File: config.mk
export PLATFORM = sky130hd
export DESIGN_NAME = color_patch_chart_pattern_generator
export DESIGN_NICKNAME = d
export VERILOG_FILES = /design/src/rtl/cpc_pkg.sv /design/src/rtl/cpc_axis.sv /design/src/rtl/color_patch_chart_pattern_generator.sv
export SDC_FILE = /design/constraint.sdc
export NUM_CORES = 1
export LEC_CHECK = 0
export ABC_AREA = 1
export BUFFER_PORTS_ARGS = -buffer_cell sky130_fd_sc_hd__buf_4
export CAP_MARGIN = 5
export CORE_ASPECT_RATIO = 2
export CORE_MARGIN = 2
export CORE_UTILIZATION = 28
export CTS_CLUSTER_SIZE = 16
export DETAILED_ROUTE_END_ITERATION = 16
export SETUP_SLACK_MARGIN = 0.02
export SLEW_MARGIN = 5
export SYNTH_ARGS = -nofsm -noshare
export SYNTH_HDL_FRONTEND = slang
export SYNTH_SLANG_ARGS = --single-unit
File: constraint.sdc
create_clock -name clk -period 23.6 [get_ports clk]
set_input_delay 1.18 -clock clk [delete_from_list [all_inputs] [get_ports clk]]
set_output_delay 1.18 -clock clk [all_outputs]
set_load 0.005 [all_outputs]
File: src/rtl/cpc_pkg.sv
`timescale 1ns / 1ps
// ----------------------------------------------------------------------------
// cpc_pkg
// Shared types and constants for the color patch chart generator.
// ----------------------------------------------------------------------------
package cpc_pkg;

    localparam int POS_W       = 14;   // pixel position counters
    localparam int SIZE_W      = 10;   // block_size / blank_size registers
    localparam int COLOR_W     = 8;    // one color component
    localparam int IDX_W       = 3;    // patch index on one axis
    localparam int NUM_COLORS  = 24;
    localparam int COLOR_IDX_W = $clog2(NUM_COLORS);
    localparam int CFG_IDX_W   = 2;

    localparam logic [SIZE_W-1:0] BLOCK_SIZE_RESET = SIZE_W'(200);
    localparam logic [SIZE_W-1:0] BLANK_SIZE_RESET = SIZE_W'(50);

    // register indexes on the config port
    localparam logic [CFG_IDX_W-1:0] CFG_BLOCK_SIZE = 2'd0;
    localparam logic [CFG_IDX_W-1:0] CFG_BLANK_SIZE = 2'd1;

    localparam logic [3*COLOR_W-1:0] BLACK = '0;

    localparam logic [3*COLOR_W-1:0] REF_COLORS [NUM_COLORS] = '{
        24'h735244, 24'hC29682, 24'h627A9D, 24'h576C43, 24'h8580B1, 24'h67BDAA,
        24'hD67E2C, 24'h505BA6, 24'hC15A63, 24'h5E3C6C, 24'h9DBC40, 24'hE0A32E,
        24'h383D96, 24'h469449, 24'hAF363C, 24'hE7C71F, 24'hBB5695, 24'h0885A1,
        24'hF3F3F2, 24'hC8C8C8, 24'hA0A0A0, 24'h7A7A79, 24'h555555, 24'h343434
    };

    // where one coordinate falls on its axis
    typedef struct packed {
        logic             hit;    // inside a patch
        logic [IDX_W-1:0] index;  // patch index, valid when hit
        logic             last;   // last pixel on this axis (or past it)
    } axis_loc_t;

endpackage

File: src/rtl/cpc_axis.sv
`timescale 1ns / 1ps
// ----------------------------------------------------------------------------
// cpc_axis
// Locates one coordinate on an axis of N patches: patch hit, patch index and
// end-of-axis flag. Patch spans are compared in parallel, one lane per patch.
// ----------------------------------------------------------------------------
module cpc_axis
    import cpc_pkg::*;
#(
    parameter int N = 6
)
(
    input  logic [SIZE_W-1:0] block_size,
    input  logic [SIZE_W-1:0] blank_size,
    input  logic [POS_W-1:0]  pos,
    output axis_loc_t         loc
);

    // axis length never exceeds 1023 * (2N + 1)
    localparam int LEN_W = $clog2(((1 << SIZE_W) - 1) * (2 * N + 1) + 1);
    localparam int CMP_W = (LEN_W > POS_W) ? LEN_W : POS_W;

    logic [LEN_W-1:0] len;
    logic [CMP_W-1:0] pos_ext;
    logic [CMP_W-1:0] len_ext;

    assign len = LEN_W'(block_size) * LEN_W'(N) + LEN_W'(blank_size) * LEN_W'(N + 1);
    assign pos_ext = CMP_W'(pos);
    assign len_ext = CMP_W'(len);

    always_comb
    begin
        logic [SIZE_W:0]  period;
        logic [CMP_W-1:0] span_lo;
        logic [CMP_W-1:0] span_hi;
        period    = (SIZE_W + 1)'(block_size) + (SIZE_W + 1)'(blank_size);
        loc.hit   = 1'b0;
        loc.index = '0;
        // empty axis counts as one pixel long
        loc.last  = (len_ext == '0) || (pos_ext >= len_ext - CMP_W'(1));
        for (int c = 0; c < N; c++)
        begin
            span_lo = CMP_W'(blank_size) + CMP_W'(c) * CMP_W'(period);
            span_hi = span_lo + CMP_W'(block_size);
            // spans are disjoint; zero block size gives empty spans
            if (pos_ext >= span_lo && pos_ext < span_hi)
            begin
                loc.hit   = 1'b1;
                loc.index = IDX_W'(c);
            end
        end
    end

endmodule

File: src/rtl/color_patch_chart_pattern_generator.sv
`timescale 1ns / 1ps
// An accepted input beat reaches the output on the next cycle.
// Throughput: one pixel per clock unless stalled; position counters
// and cpc_axis patch compare lanes settle within the single stage.
// Input is stalled only while an output beat is held by out_stall.
// Reset (rst_n low, async): position at top-left, output empty,
// block_size = 200, blank_size = 50.
// ----------------------------------------------------------------------------
// color_patch_chart_pattern_generator
// Raster-order test chart: a grid of reference color patches on black,
// with end-of-line and end-of-frame flags on every pixel.
// ----------------------------------------------------------------------------
module color_patch_chart_pattern_generator
    import cpc_pkg::*;
#(
    parameter int PATCH_ROWS    = 4,
    parameter int PATCH_COLUMNS = 6
)
(
    input  logic                 clk,
    input  logic                 rst_n,

    input  logic                 cfg_write,
    input  logic [CFG_IDX_W-1:0] cfg_index,
    input  logic [SIZE_W-1:0]    cfg_data,

    input  logic                 in_valid,
    output logic                 in_stall,
    input  logic                 frame_restart,

    output logic                 out_valid,
    input  logic                 out_stall,
    output logic [COLOR_W-1:0]   red,
    output logic [COLOR_W-1:0]   green,
    output logic [COLOR_W-1:0]   blue,
    output logic                 end_of_line,
    output logic                 end_of_frame
);

    logic [SIZE_W-1:0]    block_size_reg;
    logic [SIZE_W-1:0]    blank_size_reg;
    logic [POS_W-1:0]     col_reg, col_next;
    logic [POS_W-1:0]     row_reg, row_next;
    logic                 out_valid_reg;
    logic [3*COLOR_W-1:0] color_reg, color_next;
    logic                 eol_reg, eof_reg;

    logic                 accept;
    logic [POS_W-1:0]     cur_col, cur_row;
    axis_loc_t            x_loc, y_loc;
    logic                 eof_now;
    logic [COLOR_IDX_W-1:0] color_idx;

    // output register can take a new beat when empty or being drained
    assign in_stall = out_valid_reg && out_stall;
    assign accept   = in_valid && !in_stall;

    always_ff @(posedge clk or negedge rst_n)
    begin
        if (!rst_n)
        begin
            block_size_reg <= BLOCK_SIZE_RESET;
            blank_size_reg <= BLANK_SIZE_RESET;
        end
        else if (cfg_write)
        begin
            case (cfg_index)
                CFG_BLOCK_SIZE: block_size_reg <= cfg_data;
                CFG_BLANK_SIZE: blank_size_reg <= cfg_data;
                default: ;
            endcase
        end
    end

    assign cur_col = frame_restart ? '0 : col_reg;
    assign cur_row = frame_restart ? '0 : row_reg;

    cpc_axis #(.N(PATCH_COLUMNS)) u_x_axis
    (
        .block_size (block_size_reg),
        .blank_size (blank_size_reg),
        .pos        (cur_col),
        .loc        (x_loc)
    );

    cpc_axis #(.N(PATCH_ROWS)) u_y_axis
    (
        .block_size (block_size_reg),
        .blank_size (blank_size_reg),
        .pos        (cur_row),
        .loc        (y_loc)
    );

    assign eof_now   = x_loc.last && y_loc.last;
    assign color_idx = COLOR_IDX_W'(y_loc.index) * COLOR_IDX_W'(PATCH_COLUMNS)
                     + COLOR_IDX_W'(x_loc.index);

    always_comb
    begin
        color_next = (x_loc.hit && y_loc.hit) ? REF_COLORS[color_idx] : BLACK;
        if (eof_now)
        begin
            col_next = '0;
            row_next = '0;
        end
        else if (x_loc.last)
        begin
            col_next = '0;
            row_next = cur_row + POS_W'(1);
        end
        else
        begin
            col_next = cur_col + POS_W'(1);
            row_next = cur_row;
        end
    end

    always_ff @(posedge clk or negedge rst_n)
    begin
        if (!rst_n)
        begin
            col_reg       <= '0;
            row_reg       <= '0;
            out_valid_reg <= 1'b0;
        end
        else
        begin
            if (accept)
            begin
                col_reg <= col_next;
                row_reg <= row_next;
            end
            if (accept)
                out_valid_reg <= 1'b1;
            else if (!out_stall)
                out_valid_reg <= 1'b0;
        end
    end

    always_ff @(posedge clk)
    begin
        if (accept)
        begin
            color_reg <= color_next;
            eol_reg   <= x_loc.last;
            eof_reg   <= eof_now;
        end
    end

    assign out_valid    = out_valid_reg;
    assign red          = color_reg[3*COLOR_W-1:2*COLOR_W];
    assign green        = color_reg[2*COLOR_W-1:COLOR_W];
    assign blue         = color_reg[COLOR_W-1:0];
    assign end_of_line  = eol_reg;
    assign end_of_frame = eof_reg;

endmodule

==> results.ini, run 1 <==
[detailed_routing]
route.met3.wl_um=2000
totalWireLength_um=62800
routedWlPerCell_um=17.8
viasPerCell=4.93
vias=17400
drt_iter0_markers=735
drt-met1-wl_um=20200
ant_nets=0
drc=0
firstDrtPassIters=5
dr.max_layer_used=met4
dr_wl_met2_um=33500

[yosys]
synth_edf_count=26
synthCells=2587
ys_types=57
synth_compound_gate_area_share_pct=15.2
syn-num-nets=3089
yosysWarnings=0
ys_ff_latch=75
synthSimpleGateAreaFrac_pct=20.2
async_flop_share_pct=65.3
synth_ff_type=dfrtp_1
synth_top_family_by_area=adder cells
synth_mux_area_share_pct=0
syn_area_um2=18300
synth-xor-area-share_pct=8.12
yosysSeqAreaShare_pct=11.0
avgSynthCellArea_um2=7.09
synthAdderAreaFrac_pct=35.1

[global_routing]
antenna_found_initial=0
grt_pass1_vias=17300
grt_pass1_wl_um=95200
overflow=0
track_usage_pct=18.7
grt_start_max_net_pins=59

[cells_and_area]
drive_gt1_share_pct=6.16
area_growth_pct=10.4
largest_reg_flops=24
fin_nets=3159
n_antenna_cell=0
final_common_cell=nand2_1
final_cell_mix=nand2_1, inv_1, ha_1, a21oi_1, nor2_1

[timing]
holdWs_ps=497
relSlewSlack_pct=34.7
fin_crit_sh_pct=43.3
fin_setup_tns_ps=0
skew_ps=14.8
timing.final.ws_setup_ps=13380
rsz0062_at_grt=false
fmax_ghz=0.0978
drv_slew=0
hold_viol_final=0
tightest_slew_ps=977
setup_violations=0
period_minus_slack_ps=10220

[setup_path]
cp_max_fo=22
arrival_ps=10450
slowest_delay_ps=650
end_kind=register
cp_data_required_time_ps=23830
start_kind=register
crit_top_cell=inv_1
cp_slowest_cell=xor2_1
path_class=reg2reg

[cts]
clk_path_buf_depth=2
cts_setup_buffers=0
insertion_delay_ps=380
clock-sinks=75
htree_levels=3
root_buffer=clkbuf_16
cts_repair_resize_count=0
numCtsBuffers=9
path_clk_slew_ps=70
cts_tree=yes
hold_buffers=0

[placement]
post-dp-hpwl_um=53100
numPortBuffers=45
place_ws_ps=13490
gp_congestion=1.07

[floorplanning]
die_h_um=366
placementRows=132
core_um2=64700
ios=46
start_util_pct=28.3
die_width_um=185
die_area_um2=67700

[run_status]
outcome=finished clean

[hold_path]
worst_hold_path_type=reg2reg

[flow_run]
drv_cap=0

[final timing paths]
check                                   from                end  slack [ps]  depth (start not counted)
max                        blank_size_reg[0]      color_reg[18]       13380                         44
min                                out_valid          out_valid         500                          2
max reg2reg                blank_size_reg[0]      color_reg[18]       13380                         44
min reg2reg                        out_valid          out_valid         500                          2
max in group asynchronous              rst_n  blank_size_reg[2]       22270                          1
min in group asynchronous              rst_n         row_reg[1]         830                          1
[critical path: cells and delay by family, from the launching register on]
| kind | cells | cell delay [ps] |
|---|---|---|
| and+or+nand+nor | 10 | 1880 |
| buffers and inverters | 11 | 1570 |
| DFF | 1 | 640 |
| xor gates and xnor gates | 3 | 980 |
| AOI/OAI and AO/OA | 11 | 1840 |
| adders and majority gates | 9 | 3140 |
[through the flow]
stage	util (%)	instance area, um2	std cells
floorplan	-	18300	2587
global placement	30.8	19900	3517
detailed placement	30.8	19900	3517
CTS	31.3	20200	3533
global route	31.3	20200	3533
finish	31.3	20200	3533
[Yosys cell counts (7+ instances only)]
master,instances,area share [%]
a21oi_1,234,6.4
a21oi_2,13,0.62
a31oi_1,7,0.24
clkbuf_1,13,0.27
dfrtp_1,43,5.9
edfxtp_1,26,4.3
fa_1,50,5.5
ha_1,434,30
inv_1,468,9.6
nand2_1,475,9.7
nand2_2,10,0.34
nand3_1,101,2.8
nand4_1,36,1.2
nor2_1,173,3.5
nor3_1,34,0.93
nor4_1,12,0.41
o211ai_1,13,0.53
o21a_1,9,0.37
o21ai_0,121,3.3
o21ai_1,8,0.22
o21bai_1,35,1.4
o221ai_1,7,0.33
o22ai_1,16,0.55
or2_2,7,0.24
xnor2_1,47,2.2
xor2_1,123,5.9
[kinds of logic after synthesis]
kind of cell / count (synthesis)
adders and majority gates: 484
buffers and inverters: 499
xor gates and xnor gates: 170
DFF: 75
and+or+nand+nor: 870
AOI/OAI and AO/OA: 489
[layer usage]
metal | up-vias | track usage (%)
met3 | 242 | 2.20
met2 | 429 | 35.9
met5 | - | 0
met1 | 8005 | 16.1
met4 | 0 | 18.0
li1 | 8736 | -
[final cells by class]
cell class	instances	area, um2
fill	7172	44500
multi-input combinational	2013	14400
sequential	75	2010
inverter	474	1780
tap	871	1090
timing repair buffer	84	631
clock buffer	9	225
clock inverter	7	78.8
Power of run 1 is left out: the tool's default activity adds up to more than one toggle a clock period on the data nets, which glitch-free logic cannot reach.
==> run 2: changes to the inputs <==
Clock period 23.6 ns to 10.3 ns, I/O delays scaled along.
==> results.ini, run 2 (same netlist as run 1, synthesis figures left out) <==
[timing]
drv_slew=0  ; unchanged
tightest_slew_ps=784  ; -193 ps
fmax_ghz=0.110  ; +12%
hold_viol_final=0  ; unchanged
period_minus_slack_ps=9110  ; -1120 ps
timing.final.ws_setup_ps=1190  ; -12180 ps
rsz0062_at_grt=false
fin_crit_sh_pct=88.4  ; +45 points
fin_setup_tns_ps=0  ; unchanged
relSlewSlack_pct=47.1  ; +12 points
skew_ps=17.2  ; +2.38 ps
setup_violations=0  ; unchanged

[setup_path]
cp_max_fo=11  ; -50%
path_buf_inv=10  ; -1
reg2reg_to=color_reg[22]
end_kind=register
r2r_slack_ps=1190  ; -12180 ps
start_kind=register
cp_data_required_time_ps=10410  ; -13420 ps
crit_top_cell=nand2_1
path_delay_family=adder cells
slowest_delay_ps=740  ; +90 ps
path_class=reg2reg
arrival_ps=9220  ; -1230 ps
r2r-start=block_size_reg[2]
cp_slowest_cell=dfrtp_1
worstRegToRegCells=47  ; +6.8%

[floorplanning]
start_util_pct=28.3  ; unchanged
placementRows=132  ; unchanged
die_h_um=366  ; unchanged
die_width_um=185  ; unchanged
core_um2=64700  ; unchanged
ios=46  ; unchanged
die_area_um2=67700  ; unchanged

[hold_path]
worst_hold_path_type=in2async

[cells_and_area]
area_growth_pct=10.7
multiInputGateArea_um2=14400  ; unchanged
regArea_um2=2010  ; unchanged
drive_gt1_share_pct=6.44  ; +0.28 points
final_cell_mix=nand2_1, inv_1, ha_1, a21oi_1, nor2_1
fill_cells=7245  ; +1.0%
final_common_cell=nand2_1
largest_reg_flops=24  ; unchanged
n_antenna_cell=0  ; unchanged
fin_nets=3167  ; +0.25%

[detailed_routing]
routedWlPerCell_um=18.1  ; +1.5%
ant_nets=0  ; unchanged
vias=17400  ; +0.034%
drc=0  ; unchanged
viasPerCell=4.92  ; -0.19%
firstDrtPassIters=5  ; unchanged
totalWireLength_um=63900  ; +1.8%
drt_iter0_markers=685  ; -6.8%

[cts]
cts_repair_resize_count=0  ; unchanged
insertion_delay_ps=380  ; about the same
path_clk_slew_ps=80  ; about the same
clock-sinks=75  ; unchanged
htree_levels=3  ; unchanged
hold_buffers=0  ; unchanged
clk_path_buf_depth=2  ; unchanged
numCtsBuffers=9  ; unchanged
cts_tree=yes
cts_setup_buffers=0  ; unchanged
root_buffer=clkbuf_16

[global_routing]
grt_pass1_vias=18000  ; +4.0%
overflow=0  ; unchanged
antenna_found_initial=1  ; +1
grt_pass1_wl_um=98300  ; +3.3%
track_usage_pct=19.2  ; +0.46 points
grt_start_max_net_pins=59  ; unchanged

[placement]
place_ws_ps=1270  ; -12230 ps
post-dp-hpwl_um=54000  ; +1.8%
gp_congestion=0.971  ; -9.1%
numPortBuffers=45  ; unchanged

[run_status]
outcome=finished clean

[flow_run]
drv_cap=0  ; unchanged

-- run 2: cell count changes in the layout (fill, tap and decap cells not counted), sizes merged --
cell	change
clkinv	+1
bufinv	-1
buf	+8
-- run 2: worst max-delay path by stage --
| stage | startpoint | end | slack [ps] | depth (start not counted) |
|---|---|---|---|---|
| after detailed placement | block_size_reg[2] | color_reg[18] | 1270 | 46 |
| after floorplan | blank_size_reg[0] | color_reg[8] | 2260 | 44 |
| after global placement | block_size_reg[2] | color_reg[18] | 1440 | 46 |
| final | block_size_reg[2] | color_reg[22] | 1190 | 47 |
| after global routing | block_size_reg[2] | color_reg[11] | 330 | 45 |
| after CTS | block_size_reg[2] | color_reg[22] | 1230 | 44 |
-- run 2: per-stage QoR --
step / hold WS, ps / instance area [um2] / utilization, % / cells
6_report: 188 / 20300 / 31.3 / 3541
3_3_place_gp: 476 / 20000 / 30.9 / 3525
3_5_place_dp: 489 / 20000 / 30.9 / 3525
5_1_grt: 230 / 20300 / 31.3 / 3541
4_1_cts: 199 / 20300 / 31.3 / 3541
2_1_floorplan: 219 / 18300 / - / 2587
-- run 2: worst register-to-register path, delay by kind of cell, from the launching register on --
family | cells | cell delay, ps
adders and majority gates | 8 | 2740
and+or+nand+nor | 18 | 2100
AOI/OAI and AO/OA | 8 | 1250
buffers and inverters | 10 | 1150
xor gates and xnor gates | 3 | 850
DFF | 1 | 740
-- run 2: layout make-up --
| type | instances | area share (%) |
|---|---|---|
| multi-input combinational | 2013 | 71.0 |
| timing repair buffer | 92 | 3.40 |
| sequential | 75 | 9.93 |
| inverter | 474 | 8.78 |
| clock inverter | 7 | 0.376 |
| clock buffer | 9 | 1.11 |
| tap | 871 | 5.37 |
-- run 2: metal layers --
metal	routed length [um]	GRT usage [%]
met1	20700	16.7
met2	34600	37.3
met3	1800	1.87
met4	6870	17.3
met5	0	0
Power of run 2 is left out for the same reason.
